File: src/lcdns_pkg.sv
package lcdns_pkg;

    typedef enum logic [1:0] {
        CMD_INIT  = 2'd0,
        CMD_CHAR  = 2'd1,
        CMD_CLEAR = 2'd2,
        CMD_NLINE = 2'd3
    } cmd_t;

    // configuration register indexes
    localparam int CFG_IDX_W = 3;
    localparam int CFG_DATA_W = 24;
    localparam logic [CFG_IDX_W-1:0] REG_SHORT_DELAY = 3'd0;
    localparam logic [CFG_IDX_W-1:0] REG_LONG_DELAY  = 3'd1;
    localparam logic [CFG_IDX_W-1:0] REG_POWER_UP    = 3'd2;
    localparam logic [CFG_IDX_W-1:0] REG_NIBBLE_GAP  = 3'd3;

    localparam logic [16:0] SHORT_DELAY_RST = 17'd46;
    localparam logic [16:0] LONG_DELAY_RST  = 17'd1843;
    localparam logic [23:0] POWER_UP_RST    = 24'd921600;
    localparam logic [7:0]  NIBBLE_GAP_RST  = 8'd1;

    localparam logic [7:0] BYTE_CLEAR   = 8'h01;
    localparam logic [7:0] BYTE_NEWLINE = 8'hC0;

    // init command bytes in order: function set, display on, clear, entry mode
    localparam logic [7:0] INIT_BYTES [4] = '{8'h28, 8'h0F, 8'h01, 8'h06};
    localparam logic [1:0] INIT_CLEAR_SLOT = 2'd2;

    localparam int STEP_W = 4;
    localparam logic [STEP_W-1:0] INIT_LAST_STEP = 4'd9;
    localparam logic [STEP_W-1:0] BYTE_LAST_STEP = 4'd1;

    localparam int FIFO_DEPTH = 2;

    typedef struct packed {
        logic [16:0] short_delay;
        logic [16:0] long_delay;
        logic [23:0] power_up_delay;
        logic [7:0]  nibble_gap;
    } cfg_t;

    // classified command as held in the queue
    typedef struct packed {
        logic       is_init;
        logic       rs;
        logic [7:0] data;
        logic       tail_long;
    } desc_t;

endpackage

File: src/lcdns_if.sv
interface lcdns_cmd_if;
    logic       valid;
    logic       ready;
    logic [1:0] cmd;
    logic [7:0] data_byte;

    modport source (output valid, output cmd, output data_byte, input ready);
    modport sink (input valid, input cmd, input data_byte, output ready);
endinterface

interface lcdns_res_if;
    logic        valid;
    logic        ready;
    logic        strobe_res;
    logic        reg_select;
    logic [3:0]  nibble;
    logic [23:0] delay_ticks;
    logic        backlight;
    logic        last;

    modport source (output valid, output strobe_res, output reg_select, output nibble,
                    output delay_ticks, output backlight, output last, input ready);
    modport sink (input valid, input strobe_res, input reg_select, input nibble,
                  input delay_ticks, input backlight, input last, output ready);
endinterface

File: src/lcdns_front.sv
module lcdns_front
(
    lcdns_cmd_if.sink         cmd_ch,
    output logic              push_valid,
    input  logic              push_ready,
    output lcdns_pkg::desc_t  push_data
);

    lcdns_pkg::cmd_t cmd_code;

    assign cmd_code = lcdns_pkg::cmd_t'(cmd_ch.cmd);
    assign push_valid = cmd_ch.valid;
    assign cmd_ch.ready = push_ready;

    always_comb
    begin
        push_data = '0;
        unique case (cmd_code)
            lcdns_pkg::CMD_INIT:
            begin
                push_data.is_init = 1'b1;
            end
            lcdns_pkg::CMD_CHAR:
            begin
                push_data.rs = 1'b1;
                push_data.data = cmd_ch.data_byte;
            end
            lcdns_pkg::CMD_CLEAR:
            begin
                push_data.data = lcdns_pkg::BYTE_CLEAR;
                push_data.tail_long = 1'b1;
            end
            lcdns_pkg::CMD_NLINE:
            begin
                push_data.data = lcdns_pkg::BYTE_NEWLINE;
                push_data.tail_long = 1'b1;
            end
            default:
            begin
                push_data = '0;
            end
        endcase
    end

endmodule

File: src/lcdns_fifo.sv
module lcdns_fifo
(
    input  logic              clk,
    input  logic              rst_n,
    input  logic              push_valid,
    output logic              push_ready,
    input  lcdns_pkg::desc_t  push_data,
    output logic              pop_valid,
    input  logic              pop_ready,
    output lcdns_pkg::desc_t  pop_data
);

    localparam int PTR_W = (lcdns_pkg::FIFO_DEPTH > 1) ? $clog2(lcdns_pkg::FIFO_DEPTH) : 1;
    localparam int CNT_W = $clog2(lcdns_pkg::FIFO_DEPTH + 1);
    localparam logic [CNT_W-1:0] DEPTH_CNT = CNT_W'(lcdns_pkg::FIFO_DEPTH);
    localparam logic [PTR_W-1:0] LAST_PTR = PTR_W'(lcdns_pkg::FIFO_DEPTH - 1);

    lcdns_pkg::desc_t mem_reg [lcdns_pkg::FIFO_DEPTH];
    logic [PTR_W-1:0] wr_ptr_reg, wr_ptr_next;
    logic [PTR_W-1:0] rd_ptr_reg, rd_ptr_next;
    logic [CNT_W-1:0] count_reg, count_next;
    logic             do_push, do_pop;

    assign push_ready = (count_reg != DEPTH_CNT);
    assign pop_valid  = (count_reg != '0);
    assign pop_data   = mem_reg[rd_ptr_reg];
    assign do_push    = push_valid && push_ready;
    assign do_pop     = pop_valid && pop_ready;

    always_comb
    begin
        wr_ptr_next = wr_ptr_reg;
        rd_ptr_next = rd_ptr_reg;
        count_next  = count_reg;
        if (do_push)
        begin
            wr_ptr_next = (wr_ptr_reg == LAST_PTR) ? '0 : wr_ptr_reg + 1'b1;
        end
        if (do_pop)
        begin
            rd_ptr_next = (rd_ptr_reg == LAST_PTR) ? '0 : rd_ptr_reg + 1'b1;
        end
        if (do_push && !do_pop)
        begin
            count_next = count_reg + 1'b1;
        end
        else if (do_pop && !do_push)
        begin
            count_next = count_reg - 1'b1;
        end
    end

    always_ff @(posedge clk or negedge rst_n)
    begin
        if (!rst_n)
        begin
            wr_ptr_reg <= '0;
            rd_ptr_reg <= '0;
            count_reg  <= '0;
        end
        else
        begin
            wr_ptr_reg <= wr_ptr_next;
            rd_ptr_reg <= rd_ptr_next;
            count_reg  <= count_next;
        end
    end

    always_ff @(posedge clk)
    begin
        if (do_push)
        begin
            mem_reg[wr_ptr_reg] <= push_data;
        end
    end

endmodule

File: src/lcdns_back.sv
module lcdns_back
(
    input  logic              clk,
    input  logic              rst_n,
    input  lcdns_pkg::cfg_t   cfg,
    input  logic              pop_valid,
    output logic              pop_ready,
    input  lcdns_pkg::desc_t  pop_data,
    lcdns_res_if.source       res_ch
);

    lcdns_pkg::desc_t cur_reg;
    logic             busy_reg, busy_next;
    logic [lcdns_pkg::STEP_W-1:0] step_reg, step_next;
    logic             backlight_reg, backlight_next;

    logic        out_valid_reg, out_valid_next;
    logic        out_strobe_reg, out_rs_reg, out_bl_reg, out_last_reg;
    logic [3:0]  out_nib_reg;
    logic [23:0] out_delay_reg;

    logic        emit, load;
    logic        it_strobe, it_rs, it_bl, it_last;
    logic [3:0]  it_nib;
    logic [23:0] it_delay;
    logic [23:0] short_ext, long_ext, clear_wait, gap_ext, lo_tail;
    logic [lcdns_pkg::STEP_W-1:0] step_m1;
    logic [7:0]  cur_byte;
    logic        lo_half;

    assign short_ext  = {7'd0, cfg.short_delay};
    assign long_ext   = {7'd0, cfg.long_delay};
    assign clear_wait = {6'd0, cfg.long_delay, 1'b0};
    assign gap_ext    = {16'd0, cfg.nibble_gap};

    assign emit = busy_reg && (!out_valid_reg || res_ch.ready);
    assign load = pop_valid && (!busy_reg || (emit && it_last));
    assign pop_ready = load;

    // build the item for the current step
    always_comb
    begin
        step_m1   = step_reg - 1'b1;
        it_strobe = 1'b1;
        it_rs     = cur_reg.rs;
        it_bl     = backlight_reg;
        it_last   = 1'b0;
        cur_byte  = cur_reg.data;
        lo_half   = step_reg[0];
        lo_tail   = cur_reg.tail_long ? clear_wait : short_ext;
        if (cur_reg.is_init)
        begin
            cur_byte = lcdns_pkg::INIT_BYTES[step_m1[2:1]];
            lo_half  = step_m1[0];
            lo_tail  = (step_m1[2:1] == lcdns_pkg::INIT_CLEAR_SLOT) ? clear_wait : short_ext;
        end
        it_nib   = lo_half ? cur_byte[3:0] : cur_byte[7:4];
        it_delay = lo_half ? lo_tail : gap_ext;
        if (cur_reg.is_init)
        begin
            if (step_reg == '0)
            begin
                it_strobe = 1'b0;
                it_nib    = '0;
                it_delay  = cfg.power_up_delay;
            end
            else if (step_reg == lcdns_pkg::INIT_LAST_STEP)
            begin
                it_strobe = 1'b0;
                it_nib    = '0;
                it_delay  = long_ext;
                it_bl     = 1'b1;
                it_last   = 1'b1;
            end
        end
        else
        begin
            it_last = (step_reg == lcdns_pkg::BYTE_LAST_STEP);
        end
    end

    always_comb
    begin
        busy_next      = busy_reg;
        step_next      = step_reg;
        backlight_next = backlight_reg;
        out_valid_next = out_valid_reg;
        if (res_ch.ready)
        begin
            out_valid_next = 1'b0;
        end
        if (emit)
        begin
            out_valid_next = 1'b1;
            backlight_next = it_bl;
            step_next      = step_reg + 1'b1;
            if (it_last)
            begin
                busy_next = 1'b0;
            end
        end
        if (load)
        begin
            busy_next = 1'b1;
            step_next = '0;
        end
    end

    always_ff @(posedge clk or negedge rst_n)
    begin
        if (!rst_n)
        begin
            busy_reg       <= 1'b0;
            step_reg       <= '0;
            backlight_reg  <= 1'b0;
            out_valid_reg  <= 1'b0;
            out_strobe_reg <= 1'b0;
            out_rs_reg     <= 1'b0;
            out_nib_reg    <= '0;
            out_delay_reg  <= '0;
            out_bl_reg     <= 1'b0;
            out_last_reg   <= 1'b0;
        end
        else
        begin
            busy_reg      <= busy_next;
            step_reg      <= step_next;
            backlight_reg <= backlight_next;
            out_valid_reg <= out_valid_next;
            if (emit)
            begin
                out_strobe_reg <= it_strobe;
                out_rs_reg     <= it_strobe & it_rs;
                out_nib_reg    <= it_nib;
                out_delay_reg  <= it_delay;
                out_bl_reg     <= it_bl;
                out_last_reg   <= it_last;
            end
        end
    end

    always_ff @(posedge clk)
    begin
        if (load)
        begin
            cur_reg <= pop_data;
        end
    end

    assign res_ch.valid       = out_valid_reg;
    assign res_ch.strobe_res  = out_strobe_reg;
    assign res_ch.reg_select  = out_rs_reg;
    assign res_ch.nibble      = out_nib_reg;
    assign res_ch.delay_ticks = out_delay_reg;
    assign res_ch.backlight   = out_bl_reg;
    assign res_ch.last        = out_last_reg;

endmodule

File: src/char_lcd_nibble_sequencer.sv
// Character LCD sequencer for a 4-bit bus. Each command transfer expands into a run of
// result items, one item per clock while the result side is ready: init gives ten items
// (power-up wait, four command bytes as high/low strobes, final wait with backlight on), and
// write character, clear and new line give two strobes each. A two-entry command queue
// sits between the command decoder and the item generator, so a command is taken in any
// cycle the queue has room, and the item generator picks up the next command in the same
// cycle it issues the last item of the current one. Throughput is set by the item
// generator: one result per cycle while res_ch is ready; queued commands run without gaps.
// Configuration writes take effect on the next clock and should only be issued while idle.
module char_lcd_nibble_sequencer
(
    input  logic                                   clk,
    input  logic                                   rst_n,
    lcdns_cmd_if.sink                              cmd_ch,
    lcdns_res_if.source                            res_ch,
    input  logic                                   cfg_we,
    input  logic [lcdns_pkg::CFG_IDX_W-1:0]        cfg_index,
    input  logic [lcdns_pkg::CFG_DATA_W-1:0]       cfg_data
);

    lcdns_pkg::cfg_t  cfg_reg, cfg_next;
    logic             push_valid, push_ready, pop_valid, pop_ready;
    lcdns_pkg::desc_t push_data, pop_data;

    always_comb
    begin
        cfg_next = cfg_reg;
        if (cfg_we)
        begin
            unique case (cfg_index)
                lcdns_pkg::REG_SHORT_DELAY: cfg_next.short_delay    = cfg_data[16:0];
                lcdns_pkg::REG_LONG_DELAY:  cfg_next.long_delay     = cfg_data[16:0];
                lcdns_pkg::REG_POWER_UP:    cfg_next.power_up_delay = cfg_data[23:0];
                lcdns_pkg::REG_NIBBLE_GAP:  cfg_next.nibble_gap     = cfg_data[7:0];
                default:                    cfg_next = cfg_reg;
            endcase
        end
    end

    always_ff @(posedge clk or negedge rst_n)
    begin
        if (!rst_n)
        begin
            cfg_reg.short_delay    <= lcdns_pkg::SHORT_DELAY_RST;
            cfg_reg.long_delay     <= lcdns_pkg::LONG_DELAY_RST;
            cfg_reg.power_up_delay <= lcdns_pkg::POWER_UP_RST;
            cfg_reg.nibble_gap     <= lcdns_pkg::NIBBLE_GAP_RST;
        end
        else
        begin
            cfg_reg <= cfg_next;
        end
    end

    lcdns_front u_front
    (
        .cmd_ch     (cmd_ch),
        .push_valid (push_valid),
        .push_ready (push_ready),
        .push_data  (push_data)
    );

    lcdns_fifo u_fifo
    (
        .clk        (clk),
        .rst_n      (rst_n),
        .push_valid (push_valid),
        .push_ready (push_ready),
        .push_data  (push_data),
        .pop_valid  (pop_valid),
        .pop_ready  (pop_ready),
        .pop_data   (pop_data)
    );

    lcdns_back u_back
    (
        .clk       (clk),
        .rst_n     (rst_n),
        .cfg       (cfg_reg),
        .pop_valid (pop_valid),
        .pop_ready (pop_ready),
        .pop_data  (pop_data),
        .res_ch    (res_ch)
    );

endmodule

File: src/flat_wrapper.sv
// flat-port wrapper written by rule: the top's interface ports become plain ports
module char_lcd_nibble_sequencer_flat 
  (clk, rst_n, cfg_we, cfg_index, cfg_data, cmd_ch_valid, cmd_ch_cmd, cmd_ch_data_byte, cmd_ch_ready, res_ch_valid, res_ch_strobe_res, res_ch_reg_select, res_ch_nibble, res_ch_delay_ticks, res_ch_backlight, res_ch_last, res_ch_ready);
  lcdns_cmd_if cmd_ch_i ();
  lcdns_res_if res_ch_i ();
  input  logic clk;
  input  logic rst_n;
  input  logic cfg_we;
  input  logic [lcdns_pkg::CFG_IDX_W-1:0] cfg_index;
  input  logic [lcdns_pkg::CFG_DATA_W-1:0] cfg_data;
  input wire logic [$bits(cmd_ch_i.valid)-1:0] cmd_ch_valid;
  input wire logic [$bits(cmd_ch_i.cmd)-1:0] cmd_ch_cmd;
  input wire logic [$bits(cmd_ch_i.data_byte)-1:0] cmd_ch_data_byte;
  output wire logic [$bits(cmd_ch_i.ready)-1:0] cmd_ch_ready;
  output wire logic [$bits(res_ch_i.valid)-1:0] res_ch_valid;
  output wire logic [$bits(res_ch_i.strobe_res)-1:0] res_ch_strobe_res;
  output wire logic [$bits(res_ch_i.reg_select)-1:0] res_ch_reg_select;
  output wire logic [$bits(res_ch_i.nibble)-1:0] res_ch_nibble;
  output wire logic [$bits(res_ch_i.delay_ticks)-1:0] res_ch_delay_ticks;
  output wire logic [$bits(res_ch_i.backlight)-1:0] res_ch_backlight;
  output wire logic [$bits(res_ch_i.last)-1:0] res_ch_last;
  input wire logic [$bits(res_ch_i.ready)-1:0] res_ch_ready;
  assign cmd_ch_i.valid = cmd_ch_valid;
  assign cmd_ch_i.cmd = cmd_ch_cmd;
  assign cmd_ch_i.data_byte = cmd_ch_data_byte;
  assign cmd_ch_ready = cmd_ch_i.ready;
  assign res_ch_valid = res_ch_i.valid;
  assign res_ch_strobe_res = res_ch_i.strobe_res;
  assign res_ch_reg_select = res_ch_i.reg_select;
  assign res_ch_nibble = res_ch_i.nibble;
  assign res_ch_delay_ticks = res_ch_i.delay_ticks;
  assign res_ch_backlight = res_ch_i.backlight;
  assign res_ch_last = res_ch_i.last;
  assign res_ch_i.ready = res_ch_ready;
  char_lcd_nibble_sequencer u_core (.clk(clk), .rst_n(rst_n), .cmd_ch(cmd_ch_i), .res_ch(res_ch_i), .cfg_we(cfg_we), .cfg_index(cfg_index), .cfg_data(cfg_data));
endmodule
File: config.mk
export PLATFORM = sky130hd
export DESIGN_NAME = char_lcd_nibble_sequencer_flat
export DESIGN_NICKNAME = d
export VERILOG_FILES = /design/src/lcdns_pkg.sv /design/src/lcdns_if.sv /design/src/lcdns_front.sv /design/src/lcdns_fifo.sv /design/src/lcdns_back.sv /design/src/char_lcd_nibble_sequencer.sv /design/src/flat_wrapper.sv
export SDC_FILE = /design/constraint.sdc
export NUM_CORES = 1
export LEC_CHECK = 0
export BUFFER_PORTS_ARGS = -buffer_cell sky130_fd_sc_hd__buf_2
export CAP_MARGIN = 20
export CORE_MARGIN = 1.5
export CORE_UTILIZATION = 50
export DETAILED_ROUTE_END_ITERATION = 16
export PLACE_DENSITY = 0.68
export SETUP_SLACK_MARGIN = 0.1
export SLEW_MARGIN = 20
export SYNTH_ARGS = -nofsm -noshare
export SYNTH_HDL_FRONTEND = slang
export SYNTH_SLANG_ARGS = --single-unit
File: constraint.sdc
create_clock -name clk -period 4.6 [get_ports clk]
set_input_delay 0.46 -clock clk [delete_from_list [all_inputs] [get_ports clk]]
set_output_delay 0.46 -clock clk [all_outputs]
set_load 0.02 [all_outputs]
Word level (Yosys, flattened, before mapping)
Memories as Yosys holds them, arrays and structs flattened. A register that Yosys moved wholly into a read port is not among the register bits.
Index checks and enable logic that the tools add are counted.
{ "totals": {"regBits": 108, "memories": 1, "out_inout_bits": 34, "ramBits": 22, "word_cells": 107} }
{ "op_classes": {"n_bitwise": 3, "n_lt_le_gt_ge": 1, "n_mux": 42, "n_reduce_logical": 28, "addsub": 6, "eq_ne": 10} }
{ "mem_list": {"columns": ["memory", "depth", "width", "rd", "rd_clocked_by_memory_dff", "wr", "line", "source"], "rows": [
  ["u_core.u_fifo.mem_reg", 2, 11, 1, 1, 1, "lcdns_fifo.sv:18", "lcdns_pkg::desc_t mem_reg [lcdns_pkg::FIFO_DEPTH];"]
]} }
{ "ops": {"columns": ["operator", "n"], "rows": [
  ["24-bit 2-to-1 mux", 4],
  ["18-bit 2-to-1 mux", 3],
  ["4-bit 2-to-1 mux", 6],
  ["8-bit 2-to-1 mux", 3],
  ["8-bit one-hot mux with 3 select lines", 1],
  ["1-bit 2-to-1 mux", 22],
  ["8-bit binary-select mux with 2-bit select", 1],
  ["2-bit AND reduction", 5],
  ["2-bit nonzero test", 5],
  ["1-bit logical AND", 7],
  ["2-bit equality test, second input constant", 3],
  ["3-bit by 2-bit equality test with 1-bit output, second input constant", 2],
  ["4-bit by 1-bit adder with 4-bit output, second input constant", 1],
  ["4-bit by 1-bit equality test with 1-bit output, second input constant", 1],
  ["4-bit equality test, second input constant", 1],
  ["1-bit logical NOT", 4],
  ["4-bit logical NOT", 1],
  ["2-bit 2-to-1 mux", 2],
  ["4-bit AND reduction", 1],
  ["3-bit by 1-bit equality test with 1-bit output, second input constant", 1],
  ["3-bit >= comparator, second input constant", 1],
  ["3-bit logical NOT", 1],
  ["2-bit inverter with 3-bit output", 1],
  ["3-bit by 1-bit subtractor with 3-bit output, second input constant", 1],
  ["other kinds (10)", 12]
]} }

Logic depth before layout (Yosys ltp)
{ "depth": {"depth_word": 11, "depth_mapped": 11} }

Modules after synthesis
A second synthesis with hierarchy kept.
{ "hier_totals": {"hier_cells": 529, "area_unflattened_um2": 6673.9} }
{ "modules_own_cells": {"columns": ["module", "cells_each", "area_per_inst_um2", "n_inst"], "rows": [
  ["lcdns_back", 321, 3062.9, 1],
  ["char_lcd_nibble_sequencer", 142, 2511.2, 1],
  ["lcdns_fifo", 52, 1003.5, 1],
  ["lcdns_front", 14, 96.3, 1]
]} }

Least setup slack after synthesis
OpenSTA, ideal clock, no wires.
{ "synth_path": {"path_kind": "flip-flop to flip-flop", "startpoint": "register u_core.u_back.step_reg[0] (netlist name)", "endpoint": "register u_core.u_back.out_delay_reg[15], in the netlist u_core.u_back.res_ch.delay_ticks[15]", "arrival_time_ps": 2382, "slack_ps": 2126, "n_path_buf": 3, "required_ps": 4508, "stages_incl_launch_ff": 11, "setup_time_ps": 92, "cell_sequence": "dfrtp_1 -> clkbuf_1 -> inv_1 -> ha_1 -> xor2_1 -> ha_1 -> buf_2 -> buf_4 -> a221oi_1 -> o311a_1 -> o31ai_2"} }
{ "synth_via": {"elab_chain_cells": 8, "word_cells_on_any_way": 11, "classes_between": "1 x add/sub; 2 x eq/ne; 7 x mux; 1 x reduce/logical"} }
{ "synth_lines": {"columns": ["item", "line", "source"], "rows": [
  ["start, declared", "lcdns_back.sv:14", "logic [lcdns_pkg::STEP_W-1:0] step_reg, step_next;"],
  ["start signal, assigned", "lcdns_back.sv:127", "step_reg <= step_next;"],
  ["3-bit by 1-bit subtractor with 3-bit output", "lcdns_back.sv:43", "step_m1 = step_reg - 1'b1;"],
  ["2-bit equality test", "lcdns_back.sv:55", "lo_tail = (step_m1[2:1] == lcdns_pkg::INIT_CLEAR_SLOT) ? clear_wait : short_ext;"],
  ["18-bit 2-to-1 mux", "lcdns_back.sv:55", null],
  ["18-bit 2-to-1 mux", "lcdns_back.sv:51", "if (cur_reg.is_init)"],
  ["24-bit 2-to-1 mux", "lcdns_back.sv:58", "it_delay = lo_half ? lo_tail : gap_ext;"],
  ["24-bit 2-to-1 mux", "lcdns_back.sv:67", "else if (step_reg == lcdns_pkg::INIT_LAST_STEP)"],
  ["24-bit 2-to-1 mux", "lcdns_back.sv:61", "if (step_reg == '0)"],
  ["24-bit 2-to-1 mux *", "lcdns_back.sv:59", "if (cur_reg.is_init)"],
  ["end signal, assigned", "lcdns_back.sv:135", "out_delay_reg <= it_delay;"],
  ["end, declared", "lcdns_back.sv:20", "logic [23:0] out_delay_reg;"]
]} }
Mark *: on every way between the ends. The rest lies on a longest branch, timed or not.
A chain may end at the register's enable or synchronous reset.

Worst setup path after layout
{ "layout_path": {"startpoint": "register u_core.u_back.step_reg[0] (netlist name)", "endpoint": "register u_core.u_fifo.count_reg[1]"} }
{ "layout_via": {"elab_chain_cells": 11, "word_cells_on_any_way": 15, "classes_between": "2 x eq/ne; 4 x mux; 9 x reduce/logical"} }
{ "layout_lines": {"columns": ["item", "line", "source"], "rows": [
  ["4-bit equality test", "lcdns_back.sv:67", null],
  ["1-bit 2-to-1 mux", "lcdns_back.sv:67", null],
  ["1-bit 2-to-1 mux", "lcdns_back.sv:61", null],
  ["1-bit 2-to-1 mux *", "lcdns_back.sv:59", null],
  ["1-bit logical AND *", "lcdns_back.sv:37", "assign load = pop_valid && (!busy_reg || (emit && it_last));"],
  ["1-bit logical OR *", "lcdns_back.sv:37", null],
  ["1-bit logical AND *", "lcdns_back.sv:37", null],
  ["net u_core.pop_ready", "char_lcd_nibble_sequencer.sv:22", "logic push_valid, push_ready, pop_valid, pop_ready;"],
  ["1-bit logical AND *", "lcdns_fifo.sv:28", "assign do_pop = pop_valid && pop_ready;"],
  ["1-bit logical NOT", "lcdns_fifo.sv:43", "if (do_push && !do_pop)"],
  ["1-bit logical AND", "lcdns_fifo.sv:43", null],
  ["2-bit 2-to-1 mux or 2-bit nonzero test (tied branches)", null, null],
  ["end signal, assigned", "lcdns_fifo.sv:65", "count_reg <= count_next;"],
  ["end, declared", "lcdns_fifo.sv:21", "logic [CNT_W-1:0] count_reg, count_next;"]
]} }
The timed path passes the listed nets; every way through them passes the cells marked *.

==> run summary <==
Period Utilization, post-route: 65.1%
Num CTS Buffers: 17
layout cells sized above 1: 37.3%
Fin Clk Skew: 0.0133 ns
DIE HEIGHT: 118 um
Layout Nets: 654
Worst-path clk slew: 0.06 ns
DRC Markers: 0
number of synthesized register bits: 141
synth top area cells: dfrtp_1, edfxtp_1, mux2_2
startpoint types: flip-flop
clk sinks: 141
IO Port Bufs: 75
first-pass GRT wire length: 23900 um
CP endpoint kind: flip-flop
final setup vio count: 0
Slew Limit Headroom: 32.1%
count leader, synth: dfrtp_1
die width: 118 um
Root Buffer: clkbuf_16
worst hold slack: 0.183 ns
cells after synthesis: 540
Final Max Tran Viols: 0
CP max FO: 20
Critical R2R Launch: u_core.u_back.step_reg[0]
Synth top cells by count: dfrtp_1, mux2_2, nand2_1
worst skew pair latency: 0.42 ns
final hold violation count: 0
vias after detailed routing: 4551
worst r2r path cells: 11
pwr/cell area: 638 nW/um^2
Net Count, Synth: 587
Worst VDD drop: 334 uV
crit path kind: reg2reg
pin count of the biggest net entering global routing: 76
GRT Util Overall: 22.0%
r2r endpoint: u_core.u_fifo.count_reg[1]
yosys synthesis warning count: 0
Max Root-Sink Buffers: 2
Post-DRT Antenna Nets: 0
I/O pins: 76
largest area contributor in the netlist: dfrtp_1
status: complete, no violations
reg2reg setup slack: 1.61 ns
Core Region: 12800 sq um
RSZ-0062 raised after global routing: false
TNS Setup: 0 ns
Post-CTS Setup Bufs: 0
CTS tree: done
number of synthesized flops with an enable pin: 33
vias in the first global route: 4622
Worst Path Required: 4.94 ns
post-route cell area: 7770 sq um
max reg flops: 66
Post-Route WL: 14300 um
post-cts resize count: 0
antenna violations before repair: 0
row count: 41
Leak: 3.29 nW
Post-Syn Area: 6630 sq um
diode count: 0
Area Overhead vs Synth: 17.2%
Critical Path AT: 3.33 ns
MaxCap Viol Count: 0
routed vias/inst: 5.75
grt ovf: 0
final critical-path required period: 2.99 ns
number of hold buffers added after CTS: 0
Pre-antenna DRT Iters: 4
min-delay worst type: in2async
max frequency: 334 MHz
Starting Density: 51.9%
drt wl/cell: 18.1 um
share of synthesized flip-flops with an asynchronous set or reset: 76.6%
DR iter-0 viols: 282
Placed Area: 7160 sq um
Syn Area/Cell: 12.3 sq um
sequential-to-total area share from yosys stat: 56.1%
HPWL after DPL: 9360 um
H-tree Lvls: 4
post-synth cell types: 53
die area: 14000 sq um
most common flop cell mapped by yosys: dfrtp_1
worst slew pin tran: 1.02 ns
Final GP Congestion: 0.754
proportion of netlist area held by the largest area contributor: 34.7%
[per-stage QoR]
stage,setup slack [ns],total power [W],util (%),cells
2_1_floorplan,2.13,0.00313,-,540
3_3_place_gp,1.74,0.00354,56.0,759
3_5_place_dp,1.62,0.00360,56.0,759
4_1_cts,1.61,0.00499,60.7,791
5_1_grt,1.33,0.00524,60.8,792
6_report,1.61,0.00495,60.8,792
[cells in the final DEF, fill, tap and decap left out, types with 12 or more instances in the layout]
cell type,instances
dfrtp_1,92
mux2_2,84
buf_4,12
nor2_1,26
nor2b_1,29
a21oi_1,15
buf_2,74
clkbuf_16,17
nand2_1,53
edfxtp_1,33
dfstp_2,16
[report_power, final]
part | internal (W) | switching [W] | leakage, nW | total [W]
registers | 0.00167 | 0.000291 | 1.60 | 0.00197
clock network | 0.000864 | 0.000506 | 0.283 | 0.00137
logic | 0.000712 | 0.000905 | 1.41 | 0.00162
[how the worst max path moves through the flow]
| stage | slack [ns] | start | cells past startpoint | to |
|---|---|---|---|---|
| 6_report | 1.61 | u_core.u_back.step_reg[0] | 11 | u_core.u_fifo.count_reg[1] |
| 5_1_grt | 1.33 | u_core.u_back.step_reg[0] | 11 | u_core.u_fifo.count_reg[1] |
| 4_1_cts | 1.61 | u_core.u_back.step_reg[0] | 11 | u_core.u_fifo.count_reg[1] |
| 3_5_place_dp | 1.62 | u_core.u_back.step_reg[0] | 11 | u_core.u_fifo.count_reg[1] |
| 3_3_place_gp | 1.74 | u_core.u_back.step_reg[0] | 12 | u_core.u_fifo.count_reg[1] |
| 2_1_floorplan | 2.13 | u_core.u_back.step_reg[0] | 10 | u_core.u_back.res_ch.delay_ticks[15] |
[layer usage]
layer	wire, um	global-route usage, %	vias to the layer above
met5	0	0	-
met4	159	7.32	0
met3	708	5.62	15
met2	6980	35.4	126
met1	6450	29.1	2293
li1	-	-	2117
[kinds of logic after synthesis]
| logic type | share of synthesized area [%] |
|---|---|
| and+or+nand+nor | 10.8 |
| DFF | 56.1 |
| AOI/OAI and AO/OA | 12.8 |
| muxes | 15.1 |
| buffers and inverters | 3.04 |
| xor gates and xnor gates | 1.32 |
| adders and majority gates | 0.944 |
[layout make-up]
class	count	area [sq um]
clock buffer	21	450
clock inverter	11	145
fill	1038	5010
inverter	6	22.5
multi-input combinational	354	2750
sequential	141	3710
tap	172	215
timing repair buffer	87	475
[worst max-delay path, stage by stage (launching register included)]
cell and delay (ns):
dfrtp_1 0.74, buf_4 0.34, ha_1 0.22, nor2b_1 0.14, buf_4 0.20, nand4_1 0.18
a21oi_2 0.17, buf_4 0.24, inv_1 0.06, ha_1 0.30, nor2_1 0.14, xor2_1 0.16
(Power assumes the default switching activity.)
